**src/sv/fm_synth_register_volume_filter_defines.svh**
```systemverilog
// Assertion macros shared by the volume filter RTL.
`ifndef FM_SYNTH_REGISTER_VOLUME_FILTER_DEFINES_SVH
`define FM_SYNTH_REGISTER_VOLUME_FILTER_DEFINES_SVH

// The consequent must hold in the same cycle as the antecedent.
`define FMVF_ASSERT_IMPLY(label, clk, rst, ante, cons) \
   label: assert property (@(posedge clk) disable iff (rst) (ante) |-> (cons)) \
      else $error("fmvf: same-cycle check failed");

// The expression must hold on every enabled clock edge.
`define FMVF_ASSERT_ALWAYS(label, clk, rst, expr) \
   label: assert property (@(posedge clk) disable iff (rst) (expr)) \
      else $error("fmvf: invariant check failed");

`endif

```
**src/sv/fmvf_pkg.sv**
```systemverilog
package fmvf_pkg;

   localparam int LEVEL_SLOTS = 22;
   localparam int CHANNELS    = 9;

   localparam int LEVEL_W     = $clog2(LEVEL_SLOTS);
   localparam int CHAN_W      = $clog2(CHANNELS);
   localparam int INIT_WRITES = 2 * CHANNELS + 1;
   localparam int STEP_W      = $clog2(INIT_WRITES);

   // Synthesizer register map.
   localparam logic [7:0] LEVEL_LO     = 8'h40;
   localparam logic [7:0] LEVEL_HI     = 8'h55;
   localparam logic [7:0] CARRIER_BASE = 8'h43;
   localparam logic [7:0] KEYON_LO     = 8'hB0;
   localparam logic [7:0] KEYON_HI     = 8'hB8;
   localparam logic [7:0] CONN_LO      = 8'hC0;
   localparam logic [7:0] CONN_HI      = 8'hC8;
   localparam logic [7:0] RELEASE_BASE = 8'h80;
   localparam logic [7:0] RELEASE_STOP = 8'hFF;
   localparam logic [7:0] RHYTHM_ADDR  = 8'hBD;
   localparam int         KEYON_BIT    = 5;
   localparam logic [5:0] ATTEN_MAX    = 6'd63;

   // Carrier level sits three slots above the modulator level of a channel.
   localparam logic [LEVEL_W-1:0] CARRIER_SLOT = LEVEL_W'(CARRIER_BASE - LEVEL_LO);

   localparam logic [4:0] CHAN_OFFSET [CHANNELS] = '{
      5'h00, 5'h01, 5'h02, 5'h08, 5'h09, 5'h0A, 5'h10, 5'h11, 5'h12
   };

   typedef enum logic [1:0] {
      CMD_REG_WRITE = 2'd0,
      CMD_SET_ATTEN = 2'd1,
      CMD_SET_QUIET = 2'd2,
      CMD_INIT_STOP = 2'd3
   } cmd_type;

   typedef struct packed {
      cmd_type    cmd;
      logic [7:0] reg_addr;
      logic [7:0] reg_data;
      logic [5:0] atten;
      logic       quiet_on;
   } req_item_type;

   typedef struct packed {
      logic [7:0] bus_addr;
      logic [7:0] bus_data;
      logic       last;
   } rsp_item_type;

   // Controller to datapath.
   typedef struct packed {
      logic              take_req;
      logic              emit_replay;
      logic              emit_init;
      logic [CHAN_W-1:0] chan;
      logic              modulator;
      logic [STEP_W-1:0] step;
      logic              last;
   } ctl_cmd_type;

   // Datapath to controller.
   typedef struct packed {
      logic                out_free;
      logic [CHANNELS-1:0] additive;
   } dp_status_type;

   // Adds attenuation to a level byte, saturating the six level bits at 63.
   function automatic logic [7:0] attenuate(input logic [7:0] v, input logic [5:0] a);
      logic [6:0] sum;
      sum = {1'b0, v[5:0]} + {1'b0, a};
      if (sum[6]) begin
         return {2'b00, ATTEN_MAX};
      end
      return {v[7:6], sum[5:0]};
   endfunction

endpackage

```
**src/sv/fmvf_ctrl.sv**
```systemverilog
module fmvf_ctrl (
   input  logic                   clock,
   input  logic                   reset,
   input  logic                   req_valid,
   input  fmvf_pkg::cmd_type      req_cmd,
   output logic                   req_ready,
   input  fmvf_pkg::dp_status_type status,
   output fmvf_pkg::ctl_cmd_type  ctl
);

   typedef enum logic [1:0] {
      ST_IDLE,
      ST_REPLAY,
      ST_INIT
   } state_type;

   state_type                       state_ff, state_in;
   logic [fmvf_pkg::CHAN_W-1:0]     chan_ff, chan_in;
   logic                            mod_ff, mod_in;
   logic [fmvf_pkg::STEP_W-1:0]     step_ff, step_in;

   always_comb begin
      state_in      = state_ff;
      chan_in       = chan_ff;
      mod_in        = mod_ff;
      step_in       = step_ff;
      req_ready     = 1'b0;
      ctl           = '0;
      ctl.chan      = chan_ff;
      ctl.modulator = mod_ff;
      ctl.step      = step_ff;
      case (state_ff)
         ST_IDLE: begin
            req_ready = status.out_free;
            if (req_valid && status.out_free) begin
               ctl.take_req = 1'b1;
               chan_in      = '0;
               mod_in       = 1'b0;
               step_in      = '0;
               case (req_cmd)
                  fmvf_pkg::CMD_SET_ATTEN, fmvf_pkg::CMD_SET_QUIET: state_in = ST_REPLAY;
                  fmvf_pkg::CMD_INIT_STOP:                          state_in = ST_INIT;
                  default:                                          state_in = ST_IDLE;
               endcase
            end
         end
         ST_REPLAY: begin
            if (status.out_free) begin
               ctl.emit_replay = 1'b1;
               if (!mod_ff && status.additive[chan_ff]) begin
                  mod_in = 1'b1;
               end else if (chan_ff == fmvf_pkg::CHAN_W'(fmvf_pkg::CHANNELS - 1)) begin
                  ctl.last = 1'b1;
                  state_in = ST_IDLE;
               end else begin
                  chan_in = fmvf_pkg::CHAN_W'(chan_ff + 1'b1);
                  mod_in  = 1'b0;
               end
            end
         end
         ST_INIT: begin
            if (status.out_free) begin
               ctl.emit_init = 1'b1;
               if (step_ff == fmvf_pkg::STEP_W'(fmvf_pkg::INIT_WRITES - 1)) begin
                  ctl.last = 1'b1;
                  state_in = ST_IDLE;
               end else begin
                  step_in = fmvf_pkg::STEP_W'(step_ff + 1'b1);
               end
            end
         end
         default: state_in = ST_IDLE;
      endcase
   end

   always_ff @(posedge clock) begin
      if (reset) begin
         state_ff <= ST_IDLE;
         chan_ff  <= '0;
         mod_ff   <= 1'b0;
         step_ff  <= '0;
      end else begin
         state_ff <= state_in;
         chan_ff  <= chan_in;
         mod_ff   <= mod_in;
         step_ff  <= step_in;
      end
   end

endmodule

```
**src/sv/fmvf_datapath.sv**
```systemverilog
module fmvf_datapath (
   input  logic                    clock,
   input  logic                    reset,
   input  fmvf_pkg::req_item_type  req_item,
   input  logic                    csr_write_enable,
   input  logic                    csr_write_data,
   input  fmvf_pkg::ctl_cmd_type   ctl,
   output fmvf_pkg::dp_status_type status,
   output logic                    rsp_valid,
   input  logic                    rsp_ready,
   output fmvf_pkg::rsp_item_type  rsp_item
);

   logic [7:0]                    level_ff [fmvf_pkg::LEVEL_SLOTS];
   logic [fmvf_pkg::CHANNELS-1:0] additive_ff;
   logic [5:0]                    master_ff, master_in;
   logic [5:0]                    saved_ff, saved_in;
   logic                          quiet_ff, quiet_in;
   logic                          disabled_ff;
   logic                          rsp_valid_ff, rsp_valid_in;
   fmvf_pkg::rsp_item_type        rsp_item_ff, rsp_item_in;

   logic                          bus_write;
   logic [7:0]                    wr_val;
   logic                          wr_hit;
   logic                          level_we;
   logic [fmvf_pkg::LEVEL_W-1:0]  level_wr_idx;
   logic                          conn_we;
   logic [fmvf_pkg::CHAN_W-1:0]   conn_idx;
   logic [4:0]                    rp_off;
   logic [fmvf_pkg::LEVEL_W-1:0]  rp_idx;
   logic [fmvf_pkg::CHAN_W-1:0]   init_chan;
   logic                          load;

   assign bus_write = ctl.take_req && (req_item.cmd == fmvf_pkg::CMD_REG_WRITE)
                      && !disabled_ff;

   // Register write path: quiet masking, shadow update and attenuation.
   always_comb begin
      wr_val = req_item.reg_data;
      if (quiet_ff && (req_item.reg_addr inside {[fmvf_pkg::KEYON_LO:fmvf_pkg::KEYON_HI]})) begin
         wr_val[fmvf_pkg::KEYON_BIT] = 1'b0;
      end
      level_we     = bus_write &&
                     (req_item.reg_addr inside {[fmvf_pkg::LEVEL_LO:fmvf_pkg::LEVEL_HI]});
      level_wr_idx = fmvf_pkg::LEVEL_W'(req_item.reg_addr - fmvf_pkg::LEVEL_LO);
      conn_we      = bus_write &&
                     (req_item.reg_addr inside {[fmvf_pkg::CONN_LO:fmvf_pkg::CONN_HI]});
      conn_idx     = fmvf_pkg::CHAN_W'(req_item.reg_addr - fmvf_pkg::CONN_LO);
      wr_hit       = 1'b0;
      for (int i = 0; i < fmvf_pkg::CHANNELS; i++) begin
         if (req_item.reg_addr == 8'(fmvf_pkg::CARRIER_BASE + {3'b000, fmvf_pkg::CHAN_OFFSET[i]}))
         begin
            wr_hit = 1'b1;
         end
         if ((req_item.reg_addr == 8'(fmvf_pkg::LEVEL_LO + {3'b000, fmvf_pkg::CHAN_OFFSET[i]}))
             && additive_ff[i]) begin
            wr_hit = 1'b1;
         end
      end
   end

   // Replay and init sources.
   assign rp_off    = fmvf_pkg::CHAN_OFFSET[ctl.chan];
   assign rp_idx    = ctl.modulator ? fmvf_pkg::LEVEL_W'(rp_off)
                                    : fmvf_pkg::LEVEL_W'(rp_off + fmvf_pkg::CARRIER_SLOT);
   assign init_chan = fmvf_pkg::CHAN_W'(ctl.step >> 1);

   // Attenuation state follows the accepted command.
   always_comb begin
      master_in = master_ff;
      saved_in  = saved_ff;
      quiet_in  = quiet_ff;
      if (ctl.take_req) begin
         case (req_item.cmd)
            fmvf_pkg::CMD_SET_ATTEN: master_in = req_item.atten;
            fmvf_pkg::CMD_SET_QUIET: begin
               quiet_in = req_item.quiet_on;
               if (req_item.quiet_on) begin
                  saved_in  = master_ff;
                  master_in = fmvf_pkg::ATTEN_MAX;
               end else begin
                  master_in = saved_ff;
               end
            end
            default: master_in = master_ff;
         endcase
      end
   end

   // Output register.
   always_comb begin
      rsp_item_in = rsp_item_ff;
      load        = 1'b0;
      if (bus_write) begin
         load                 = 1'b1;
         rsp_item_in.bus_addr = req_item.reg_addr;
         rsp_item_in.bus_data = wr_hit ? fmvf_pkg::attenuate(wr_val, master_ff) : wr_val;
         rsp_item_in.last     = 1'b1;
      end else if (ctl.emit_replay) begin
         load                 = 1'b1;
         rsp_item_in.bus_addr = ctl.modulator
                                ? 8'(fmvf_pkg::LEVEL_LO + {3'b000, rp_off})
                                : 8'(fmvf_pkg::CARRIER_BASE + {3'b000, rp_off});
         rsp_item_in.bus_data = fmvf_pkg::attenuate(level_ff[rp_idx], master_ff);
         rsp_item_in.last     = ctl.last;
      end else if (ctl.emit_init) begin
         load = 1'b1;
         if (ctl.step == fmvf_pkg::STEP_W'(fmvf_pkg::INIT_WRITES - 1)) begin
            rsp_item_in.bus_addr = fmvf_pkg::RHYTHM_ADDR;
            rsp_item_in.bus_data = 8'h00;
         end else if (!ctl.step[0]) begin
            rsp_item_in.bus_addr = 8'(fmvf_pkg::KEYON_LO + {4'h0, init_chan});
            rsp_item_in.bus_data = 8'h00;
         end else begin
            rsp_item_in.bus_addr =
               8'(fmvf_pkg::RELEASE_BASE + {3'b000, fmvf_pkg::CHAN_OFFSET[init_chan]});
            rsp_item_in.bus_data = fmvf_pkg::RELEASE_STOP;
         end
         rsp_item_in.last = ctl.last;
      end
      rsp_valid_in = load || (rsp_valid_ff && !rsp_ready);
   end

   always_ff @(posedge clock) begin
      if (reset) begin
         for (int i = 0; i < fmvf_pkg::LEVEL_SLOTS; i++) begin
            level_ff[i] <= 8'h00;
         end
         additive_ff  <= '0;
         master_ff    <= '0;
         saved_ff     <= '0;
         quiet_ff     <= 1'b0;
         disabled_ff  <= 1'b0;
         rsp_valid_ff <= 1'b0;
      end else begin
         if (level_we) begin
            level_ff[level_wr_idx] <= wr_val;
         end
         if (conn_we) begin
            additive_ff[conn_idx] <= wr_val[0];
         end
         if (csr_write_enable) begin
            disabled_ff <= csr_write_data;
         end
         master_ff    <= master_in;
         saved_ff     <= saved_in;
         quiet_ff     <= quiet_in;
         rsp_valid_ff <= rsp_valid_in;
      end
   end

   always_ff @(posedge clock) begin
      rsp_item_ff <= rsp_item_in;
   end

   assign status.out_free = !rsp_valid_ff || rsp_ready;
   assign status.additive = additive_ff;
   assign rsp_valid       = rsp_valid_ff;
   assign rsp_item        = rsp_item_ff;

endmodule

```
**src/sv/fm_synth_register_volume_filter.sv**
```systemverilog
// Volume filter placed in front of an FM synthesizer's register bus.
//
// Commands arrive on the req_ channel (valid/ready); each command yields zero
// or more bus writes on the rsp_ channel (valid/ready), the final write of a
// command carrying last. The csr_ port sets the write-disable flag and must
// only be written while the block is idle.
//
// A register write's bus write is registered and appears on rsp_ in the
// following cycle (none at all when writes are disabled). Set attenuation and
// set quiet replay the shadowed levels, 9 to 18 writes at one per cycle after
// the accepting cycle while the output is free; init stop emits 19 writes in
// the same manner. The replay sequencer is the limit: one cached level is read
// and attenuated per cycle, while the output is free, through a single output
// stage.
// Synchronous reset clears the level shadow, the connection bits, both
// attenuation values, quiet mode and the write-disable flag. When the
// receiver stalls, the pending transaction is held in the output register and
// the sequencer pauses; no new command is taken until the output can move.
`include "fm_synth_register_volume_filter_defines.svh"

module fm_synth_register_volume_filter (
   input  logic                   clock,
   input  logic                   reset,
   input  logic                   req_valid,
   output logic                   req_ready,
   input  fmvf_pkg::req_item_type req_item,
   output logic                   rsp_valid,
   input  logic                   rsp_ready,
   output fmvf_pkg::rsp_item_type rsp_item,
   input  logic                   csr_write_enable,
   input  logic                   csr_write_data
);

   fmvf_pkg::ctl_cmd_type   ctl;
   fmvf_pkg::dp_status_type status;

   // The controller sequences replays and the init burst; it never sees data.
   fmvf_ctrl u_ctrl (
      .clock     (clock),
      .reset     (reset),
      .req_valid (req_valid),
      .req_cmd   (req_item.cmd),
      .req_ready (req_ready),
      .status    (status),
      .ctl       (ctl)
   );

   // The datapath owns all shadow state and the output register.
   fmvf_datapath u_datapath (
      .clock            (clock),
      .reset            (reset),
      .req_item         (req_item),
      .csr_write_enable (csr_write_enable),
      .csr_write_data   (csr_write_data),
      .ctl              (ctl),
      .status           (status),
      .rsp_valid        (rsp_valid),
      .rsp_ready        (rsp_ready),
      .rsp_item         (rsp_item)
   );

   // While a replay or init burst is running, no new command may be taken.
   `FMVF_ASSERT_IMPLY(a_no_accept_in_burst, clock, reset, ctl.emit_replay || ctl.emit_init, !req_ready)

   // Only one source may load the output register in a cycle.
   `FMVF_ASSERT_ALWAYS(a_single_load, clock, reset, $onehot0({ctl.take_req, ctl.emit_replay, ctl.emit_init}))

   // A burst write must never overwrite a transaction the receiver has not taken.
   `FMVF_ASSERT_IMPLY(a_no_overwrite, clock, reset, ctl.emit_replay || ctl.emit_init, status.out_free)

endmodule

```
**config.mk**
```make
export PLATFORM = sky130hd
export DESIGN_NAME = fm_synth_register_volume_filter
export DESIGN_NICKNAME = d
export VERILOG_FILES = /design/src/sv/fmvf_pkg.sv /design/src/sv/fmvf_ctrl.sv /design/src/sv/fmvf_datapath.sv /design/src/sv/fm_synth_register_volume_filter.sv
export VERILOG_INCLUDE_DIRS = /design/src /design/src/sv
export SDC_FILE = /design/constraint.sdc
export NUM_CORES = 1
export LEC_CHECK = 0
export ABC_CLOCK_PERIOD_IN_PS = 4400
export BUFFER_PORTS_ARGS = -buffer_cell sky130_fd_sc_hd__buf_2
export CORE_MARGIN = 1.5
export CORE_UTILIZATION = 25
export CTS_BUF_LIST = sky130_fd_sc_hd__clkbuf_4
export DETAILED_ROUTE_END_ITERATION = 16
export PLACE_DENSITY = 0.39
export SYNTH_ARGS = -nofsm -noshare
export SYNTH_HDL_FRONTEND = slang
export SYNTH_SLANG_ARGS = --single-unit
export TNS_END_PERCENT = 50
```
**constraint.sdc**
```tcl
create_clock -name clock -period 4.4 [get_ports clock]
set_input_delay 0.88 -clock clock [delete_from_list [all_inputs] [get_ports clock]]
set_output_delay 0.88 -clock clock [all_outputs]
set_load 0.05 [all_outputs]
```
# Word level (Yosys, flattened, before mapping)
# Memory sizes are Yosys's and may differ from the RTL's.
# Index checks and enable logic that the tools add are counted.
[word_totals]
romBits = 160
regBits = 53
wordCells = 209
memories = 3
out_inout_bits = 19
ramBits = 176
[mem_list]
columns = ["name", "words", "word_bits", "read_ports", "rd_clocked_by_memory_dff", "wr", "line_no", "source"]
rows = [
  ["u_datapath.level_ff", 22, 8, 1, 0, 22, "fmvf_datapath.sv:14", "logic [7:0] level_ff [fmvf_pkg::LEVEL_SLOTS];"],
  ["(no name shown)", 16, 5, 1, 0, 0, "fmvf_datapath.sv:117", "8'(fmvf_pkg::RELEASE_BASE + {3'b000, fmvf_pkg::CHAN_OFFSET[init_chan]});"],
  ["(no name shown)", 16, 5, 1, 0, 0, "fmvf_datapath.sv:64", "assign rp_off = fmvf_pkg::CHAN_OFFSET[ctl.chan];"],
]
[op_classes]
n_mux = 92
magnitude_cmp = 11
bitwise_logic = 2
reduce_logical = 43
add_sub_neg = 11
n_eq_ne = 34
[ops]
columns = ["cell", "count"]
rows = [
  ["8-bit by 7-bit equality test with 1-bit output, second input constant", 18],
  ["8-bit 2-to-1 mux", 7],
  ["17-bit 2-to-1 mux", 3],
  ["1-bit 2-to-1 mux", 50],
  ["5-bit 2-to-1 mux", 9],
  ["16-bit 2-to-1 mux", 2],
  ["1-bit logical AND", 21],
  ["7-bit by 5-bit adder with 8-bit output, first input constant", 2],
  ["8-bit greater-or-equal comparator, second input constant", 2],
  ["8-bit less-or-equal comparator, second input constant", 2],
  ["4-bit 2-to-1 mux", 4],
  ["6-bit by 6-bit adder with 7-bit output", 2],
  ["2-bit 2-to-1 mux", 6],
  ["6-bit one-hot mux with 2 select lines", 1],
  ["5-bit greater-or-equal comparator, second input constant", 2],
  ["4-bit by 5-bit < comparator with 1-bit output, second input constant", 2],
  ["2-bit by 1-bit != test with 1-bit output, second input constant", 5],
  ["4-bit inverter with 5-bit output", 2],
  ["5-bit one-hot mux with 2 select lines", 1],
  ["9-bit bitwise mux", 1],
  ["8-bit by 4-bit adder with 8-bit output, first input constant", 1],
  ["8-bit by 5-bit adder with 8-bit output, first input constant", 1],
  ["8-bit by 7-bit greater-or-equal comparator with 1-bit output, second input constant", 1],
  ["8-bit by 7-bit less-or-equal comparator with 1-bit output, second input constant", 1],
  ["other kinds (31)", 47],
]

# Longest topological paths before layout
# Gate-level depths: netlist (run 1).
[logic_depth]
ltp_word = 21
mapped_depth = 25
ltp_nobuf = 23

# By module
# A second synthesis (run 1) with hierarchy kept.
[unflattened]
hier_cells = 1091
hier_area_um2 = 12704.7
[by_module_without_submodules]
columns = ["module", "area_per_inst_um2", "cells_each", "n_inst", "seq_area_each_um2"]
rows = [
  ["fmvf_datapath", 11753.8, 973, 1, 6746.5],
  ["fmvf_ctrl", 950.9, 118, 1, 240.2],
]

# Worst setup path after synthesis (run 1)
# Ideal clock, no wire load.
[synth_path]
path_type = "flip-flop to flip-flop"
from = "register u_ctrl.chan_ff[0] (netlist name)"
to = "register u_datapath.rsp_item_ff (netlist bit u_datapath.rsp_item[8]) (data pin)"
path_buffers = 3
required_time_ns = 4.224
stages_incl_launch_ff = 25
arrival_ns = 4.591
path_slack_ns = -0.367
synth_period_minus_slack_ns = 4.767
path_cell_list = "dfxtp_1 > inv_1 > ha_1 > nand2b_2 > a21oi_4 > inv_1 > ha_1 > nand2b_1 > o21a_1 > buf_6 > buf_6 > buf_2 > mux4_2 > a221oi_1 > nand3_1 > ha_1 > inv_1 > fa_1 > inv_1 > a21oi_1 > o21ai_0 > a31o_2 > a211oi_1 > o22ai_1 > nor4_1"
[synth_rtl]
columns = ["element", "line_no", "source"]
rows = [
  ["start: declaration", "fmvf_ctrl.sv:18", "logic [fmvf_pkg::CHAN_W-1:0] chan_ff, chan_in;"],
  ["start signal: assignment", "fmvf_ctrl.sv:84", "chan_ff <= chan_in;"],
  ["end signal: assignment", "fmvf_datapath.sv:154", "rsp_item_ff <= rsp_item_in;"],
  ["end: declaration", "fmvf_datapath.sv:21", "fmvf_pkg::rsp_item_type rsp_item_ff, rsp_item_in;"],
]

==> out/metrics.csv, run 1 <==
stage,metric,value,unit
sta,Max Fclk,0.234,GHz
synth,syn avg cell area,11.5,um2
clock_network,Worst-Skew Late Latency,770,ps
detailed_routing,DR pass1 iterations,4,
synth,cell area after synthesis,12500,um2
layout,fillcell total,5182,
clock_network,clk slew on worst S/H paths,70,ps
floorplan,total core area,49300,um2
pwr,PD cells,389,nW/um2
critical_path,Crit Path Class,register to register,
detailed_routing,wire per inst,20.2,um
critical_path,Startpoint Class,register,
synth,Post-synth top flop,edfxtp_1,
critical_path,Worst setup EP type,register,
clock_network,clk sinks,245,
floorplan,Die X,227,um
sta,Slew @ Worst Pin,1100,ps
layout,Post-layout nets,1317,
clock_network,Max clock buf depth,3,
clock_network,# H-tree levels,3,
placement,DP HPWL,27.2,mm
floorplan,die height,227,um
layout,share of layout cells above drive strength 1,27.7,%
clock_network,CTS root buffer,clkbuf_4,
synth,"Seq/Total Area, Yosys",55.7,%
synth,Seq cells post-synth,245,
placement,Placed Cells,1823,
floorplan,die area,51500,um2
global_route,initial antenna violation count,2,
layout,area delta synth->final,22.2,%
sta,max-slew violations,0,
global_route,gr ovfl total,0,
placement,Place WS,-118,ps
floorplan,Ports,50,
global_route,first-pass GRT wire length,59.7,mm
floorplan,# rows,81,
synth,Synth Warn #,0,
sta,Slew HR,26.3,%
floorplan,Initial Util,25.4,%
synth,post-synth cell types,63,
global_route,Overall Global Routing Usage,15.9,%
run,maxcap violations,0,
global_route,maximum number of pins on one net before global-route repair,57,
layout,Layout Cells excl Fill,1969,
detailed_routing,"antenna viol nets, final",0,
placement,I/O Buffers,49,
min_path,worst hold path class,primary input to register,
clock_network,CTS Buf Count,73,
critical_path,Worst EP arrival,4770,ps
outcome,status,"finished, final reports clean",
critical_path,Crit Path Max Fanout,6,
sta,Final Hold Vio Count,0,
pwr,Static Leak,5.95,nW
placement,RD Place Congestion,0.848,
global_route,vias in the first global route,9280,
sta,setup slack after layout,129,ps
synth,Syn Inst Count,1094,
synth,Post-synth EDFFs,208,
sta,Finish-stage setup viols,0,
pwr,VDD IR max,123,uV
detailed_routing,Routed Wire Length,39.7,mm
synth,asr flop ratio synth,0,%
detailed_routing,DR DRC count,0,
detailed_routing,via/cell ratio,4.55,
clock_network,CTS tree,built,
detailed_routing,DR vias,8957,
critical_path,critical path data required time,4900,ps
sta,clock skew,32.0,ps
sta,RSZ-0062 raised after global routing,true,
sta,crit path time final,4270,ps
sta,fin crit share,97.1,%
detailed_routing,initial DRC count,496,
## logic make-up after synthesis
logic type | after synthesis | synth area share (%)
muxes | 86 | 9.80
AOI/OAI and AO/OA | 153 | 7.59
adders and majority gates | 30 | 3.11
xor gates and xnor gates | 11 | 0.918
DFF | 245 | 55.7
and+or+nand+nor | 473 | 19.5
other | 1 | 0.0299
buffers and inverters | 95 | 3.28
## final timing paths
check / from / endpoint / slack (ps) / cells after the start
worst min register to register: u_datapath.rsp_item[0]$_SDFFE_PP1P_ / u_datapath.rsp_item[0]$_SDFFE_PP1P_ / 490 / 2
worst max register to register: u_ctrl.chan_ff[0]$_SDFFE_PP0P_ / u_datapath.rsp_item[7]$_DFFE_PP_ / 130 / 24
worst min-delay path: req_item[8] / u_datapath.level_ff[22][1]$_DFFE_PP_ / 370 / 1
worst max-delay path: u_ctrl.chan_ff[0]$_SDFFE_PP0P_ / u_datapath.rsp_item[7]$_DFFE_PP_ / 130 / 24
## sequential cells by signal, summed over array words and instances (netlist names)
register,cells
u_datapath.disabled_ff,1
u_datapath.rsp_item,17
u_ctrl.state_ff,2
u_ctrl.chan_ff,4
u_datapath.rsp_valid,1
u_ctrl.mod_ff,1
u_datapath.saved_ff,6
u_ctrl.step_ff,5
u_datapath.quiet_ff,1
u_datapath.additive_ff,9
u_datapath.level_ff,192
u_datapath.master_ff,6
## layer usage
metal | global-route usage (%) | part of all wire [%] | vias to the layer above
li1 | - | - | 4297
met1 | 21.5 | 48 | 4433
met2 | 25.4 | 46 | 177
met3 | 3.62 | 4.1 | 50
met4 | 4.09 | 1.6 | 0
met5 | 0 | 0 | -
## worst max-delay path, stage by stage, from the launching register on
cell and delay, ps:
dfxtp_4 360, inv_4 40, ha_4 230, nand2b_4 150
a21oi_4 170, inv_2 70, ha_4 270, nand2b_4 70
o21a_4 170, buf_6 130, mux2i_1 100, mux4_2 470
nor2_2 150, a221oi_2 50, nand3_1 130, ha_2 210
inv_2 40, fa_2 370, inv_2 60, a21oi_2 50
o21ai_2 180, a31o_4 220, nor2_2 50, a31oi_1 190
nor3_1 90
## power breakdown
group	internal, mW	switching [mW]	total [mW]	leakage (nW)
clock network	1.19	0.995	2.18	0.540
registers	2.64	0.0532	2.70	2.42
logic	0.402	0.684	1.09	2.98
## stage by stage
stage	power (mW)	setup TNS (ps)	util [%]	instance area (um2)	hold slack [ps]
after floorplan	3.36	0	-	12600	457
after global placement	3.75	0	28.4	14000	475
after detailed placement	3.75	-335	28.4	14000	480
after CTS	6.00	0	30.5	15000	282
after global routing	6.25	-137	31.1	15300	298
final	5.96	0	31.1	15300	367
## cells in the final DEF, fill, tap and decap left out, types with 8 or more instances in the layout
cell and instances:
edfxtp_1 208, and2_1 134, clkbuf_4 111, nor2_1 92, nand2_1 90, buf_4 76
nor3_1 49, buf_2 49, mux2i_1 47, o21ai_0 40, a21oi_1 37, dfxtp_1 35
mux4_2 28, or2_2 23, ha_1 22, inv_1 20, and3_1 17, nand3_1 16
conb_1 16, nand2b_1 12, mux2_2 10, buf_12 9, nand3b_1 8, a22oi_1 8
## timing repair
action | 4_1_cts | 5_1_grt
endpoints found under the hold margin | 0 | 0
gates cloned | 2 | 0
pin swaps | 7 | 21
endpoints found under the setup margin | 7 | 8
buffers inserted | 5 | 15
hold buffers | 0 | 0
resized for setup | 12 | 33
## cell usage after synthesis, types with 5 or more instances
cell,number,area (um2)
and3_1,17,106
nand3b_1,8,60.1
nand2_1,90,338
o21ai_0,44,220
a22oi_1,11,82.6
ha_1,28,350
edfxtp_1,208,6250
mux4_2,28,631
buf_2,7,35.0
nand4_1,6,37.5
dfxtp_1,37,741
inv_1,25,93.8
or2_2,23,144
a21boi_0,6,45.0
xnor2_1,6,52.6
buf_6,5,56.3
and2_1,134,838
mux2i_1,47,470
a21oi_1,40,200
a31oi_1,7,43.8
clkbuf_1,54,203
nor2b_1,6,37.5
a211oi_1,8,60.1
mux2_2,10,113
nor2_1,96,360
nand3_1,16,80.1
o22ai_1,5,31.3
nor3_1,49,245
nand2b_1,13,81.3
nor4_1,5,31.3
o211ai_1,5,37.5
## cell type report
type / instances / area [um2] / area share, %
Antenna cell: 4 / 10.0 / 0.0654
Clock buffer: 111 / 833 / 5.44
Tap cell: 664 / 831 / 5.42
Clock inverter: 9 / 60.1 / 0.392
Sequential cell: 245 / 6990 / 45.7
Timing Repair Buffer: 141 / 1090 / 7.12
Multi-Input combinational cell: 770 / 5400 / 35.3
Inverter: 25 / 96.3 / 0.629
Note: power is estimated with default switching activity, not from simulation.
==> run 2, diff against run 1 <==
--- a/config.mk
+++ b/config.mk
@@ -8,7 +8,7 @@
 export LEC_CHECK = 0
 export ABC_CLOCK_PERIOD_IN_PS = 4400
 export BUFFER_PORTS_ARGS = -buffer_cell sky130_fd_sc_hd__buf_2
-export CORE_MARGIN = 1.5
+export CORE_MARGIN = 2
 export CORE_UTILIZATION = 25
 export CTS_BUF_LIST = sky130_fd_sc_hd__clkbuf_4
 export DETAILED_ROUTE_END_ITERATION = 16
==> run 2 against run 1 <==
Effect of this change:
- worst hold slack got worse by 35 ps
- largest cell class unchanged
- power fell by 0.21%
- largest power group unchanged
- clock-buffer cell count decreased by 4
==> out/metrics.csv, run 2 (synthesis results as in run 1) <==
stage,metric,value,unit
global_route,gr ovfl total,0,
sta,clock skew,51.7,ps
clock_network,clk sinks,245,
layout,fillcell total,5234,
critical_path,Worst setup EP type,register,
clock_network,CTS Buf Count,76,
floorplan,Initial Util,25.1,%
clock_network,CTS tree,built,
placement,RD Place Congestion,0.801,
detailed_routing,DR DRC count,0,
clock_network,hold_buf cts,0,
placement,Place WS,-132,ps
global_route,first-pass GRT wire length,61.0,mm
pwr,VDD IR max,123,uV
min_path,hold-critical path depth,3,
critical_path,CP max-delay cell,mux4_2,
critical_path,Startpoint Class,register,
floorplan,die area,51900,um2
floorplan,total core area,49900,um2
layout,Post-layout nets,1328,
floorplan,Die X,228,um
clock_network,Worst-Skew Late Latency,820,ps
clock_network,# H-tree levels,3,
critical_path,Crit Path Max Fanout,11,
global_route,initial antenna violation count,3,
outcome,status,"finished, final reports clean",
sta,Final Hold Vio Count,0,
critical_path,CP peak stage delay,530,ps
detailed_routing,DR pass1 iterations,6,
pwr,Static Leak,5.91,nW
critical_path,CP Depth,20,
critical_path,crit-path cells,"inv_4, buf_6, ha_4, mux2_4, nor2_4, ha_4, nand2b_4, o21a_4, buf_12, buf_4, mux2i_1, mux4_2, a21oi_1, ha_1, a21oi_2, o21ai_1, a31o_2, buf_6, o21ai_0, a22oi_1",
sta,fin crit share,96.4,%
run,maxcap violations,0,
critical_path,Worst EP arrival,4750,ps
clock_network,clk slew on worst S/H paths,70,ps
detailed_routing,initial DRC count,612,
sta,setup slack after layout,157,ps
sta,Finish-stage setup viols,0,
placement,I/O Buffers,49,
detailed_routing,"antenna viol nets, final",0,
critical_path,Worst Reg-to-Reg Cells,20,
sta,RSZ-0062 raised after global routing,true,
sta,Slew HR,43.1,%
placement,DP HPWL,28.1,mm
sta,crit path time final,4240,ps
detailed_routing,Routed Wire Length,40.5,mm
sta,Hold Slack,333,ps
layout,Biggest register,u_datapath.level_ff,
clock_network,Max clock buf depth,3,
floorplan,# rows,82,
detailed_routing,via/cell ratio,4.58,
detailed_routing,wire per inst,20.4,um
layout,max FFs per register,192,
layout,share of layout cells above drive strength 1,27.5,%
clock_network,CTS root buffer,clkbuf_4,
critical_path,critical path's top delay family,compound AO/OA/AOI/OAI gates,
global_route,Overall Global Routing Usage,15.8,%
layout,"most common cell after layout, fill and taps aside",edfxtp_1,
detailed_routing,DR vias,9082,
sta,TNS Setup,0,ps
global_route,maximum number of pins on one net before global-route repair,57,
layout,area occupied by multi-input gates,5340,um2
layout,area delta synth->final,21.6,%
min_path,worst hold path class,primary input to register,
sta,max-slew violations,0,
critical_path,Crit Path Class,register to register,
sta,Slew @ Worst Pin,847,ps
critical_path,worst path buffer plus inverter count,5,
layout,Reg area,6990,um2
global_route,vias in the first global route,9504,
sta,Max Fclk,0.236,GHz
floorplan,Ports,50,
critical_path,critical path data required time,4910,ps
layout,most frequent cells in the layout,"edfxtp_1, and2_1, clkbuf_4, nor2_1",
pwr,PD cells,391,nW/um2
floorplan,die height,228,um
==> run 2: cell count changes in the layout (fill, tap and decap cells not counted), sizes merged <==
cell / before / now
diode: 4 / 6
inv: 26 / 27
buf: 141 / 149
clkinvlp: 0 / 2
clkbuf: 111 / 107
clkinv: 7 / 6
==> run 2: area by class of cell <==
cell class | count | share of cell area [%]
Sequential cell | 245 | 45.9
Multi-Input combinational cell | 770 | 35.0
Timing Repair Buffer | 149 | 7.01
Tap cell | 672 | 5.52
Clock buffer | 107 | 5.27
Inverter | 25 | 0.649
Clock inverter | 11 | 0.526
Antenna cell | 6 | 0.0985
==> run 2: path summary, 6_finish.rpt <==
kind	start	slack [ps]	endpoint
setup / recovery	u_ctrl.chan_ff[0]$_SDFFE_PP0P_	160	u_datapath.rsp_item[4]$_DFFE_PP_
hold / removal	csr_write_data	330	u_datapath.disabled_ff$_SDFFE_PP0P_
setup reg to reg	u_ctrl.chan_ff[0]$_SDFFE_PP0P_	160	u_datapath.rsp_item[4]$_DFFE_PP_
hold reg to reg	u_datapath.rsp_item[0]$_SDFFE_PP1P_	470	u_datapath.rsp_item[0]$_SDFFE_PP1P_
==> run 2: where the power goes <==
group	total [mW]	switching (mW)	internal (mW)
logic	1.05	0.667	0.385
clock network	2.20	1.04	1.16
registers	2.70	0.0589	2.64
==> run 2: worst min-delay path: stages <==
cell     delay (ps)
buf_2            70
mux2i_1          50
nor2_1           70
==> run 2: timing repair <==
item / CTS / global route
gates resized for setup: 6 / 30
pin swaps: 5 / 23
buffers inserted: 14 / 7
gates cloned: 1 / 0
endpoints found under the setup margin: 7 / 8
==> run 2: metal layers <==
metal	GRT usage (%)	part of all wire, %
met2	26.0	48
met1	20.1	45
met4	5.84	2.9
met3	3.81	4.5
met5	0	0
==> run 2: stage by stage <==
| stage | power [mW] | instance area (um2) | cells | utilization [%] |
|---|---|---|---|---|
| detailed placement | 3.76 | 14000 | 1841 | 28.1 |
| finish | 5.95 | 15200 | 1985 | 30.6 |
| global placement | 3.76 | 14000 | 1841 | 28.1 |
| floorplan | 3.36 | 12600 | 1109 | - |
| global route | 6.25 | 15200 | 1984 | 30.6 |
| CTS | 6.03 | 15100 | 1974 | 30.2 |
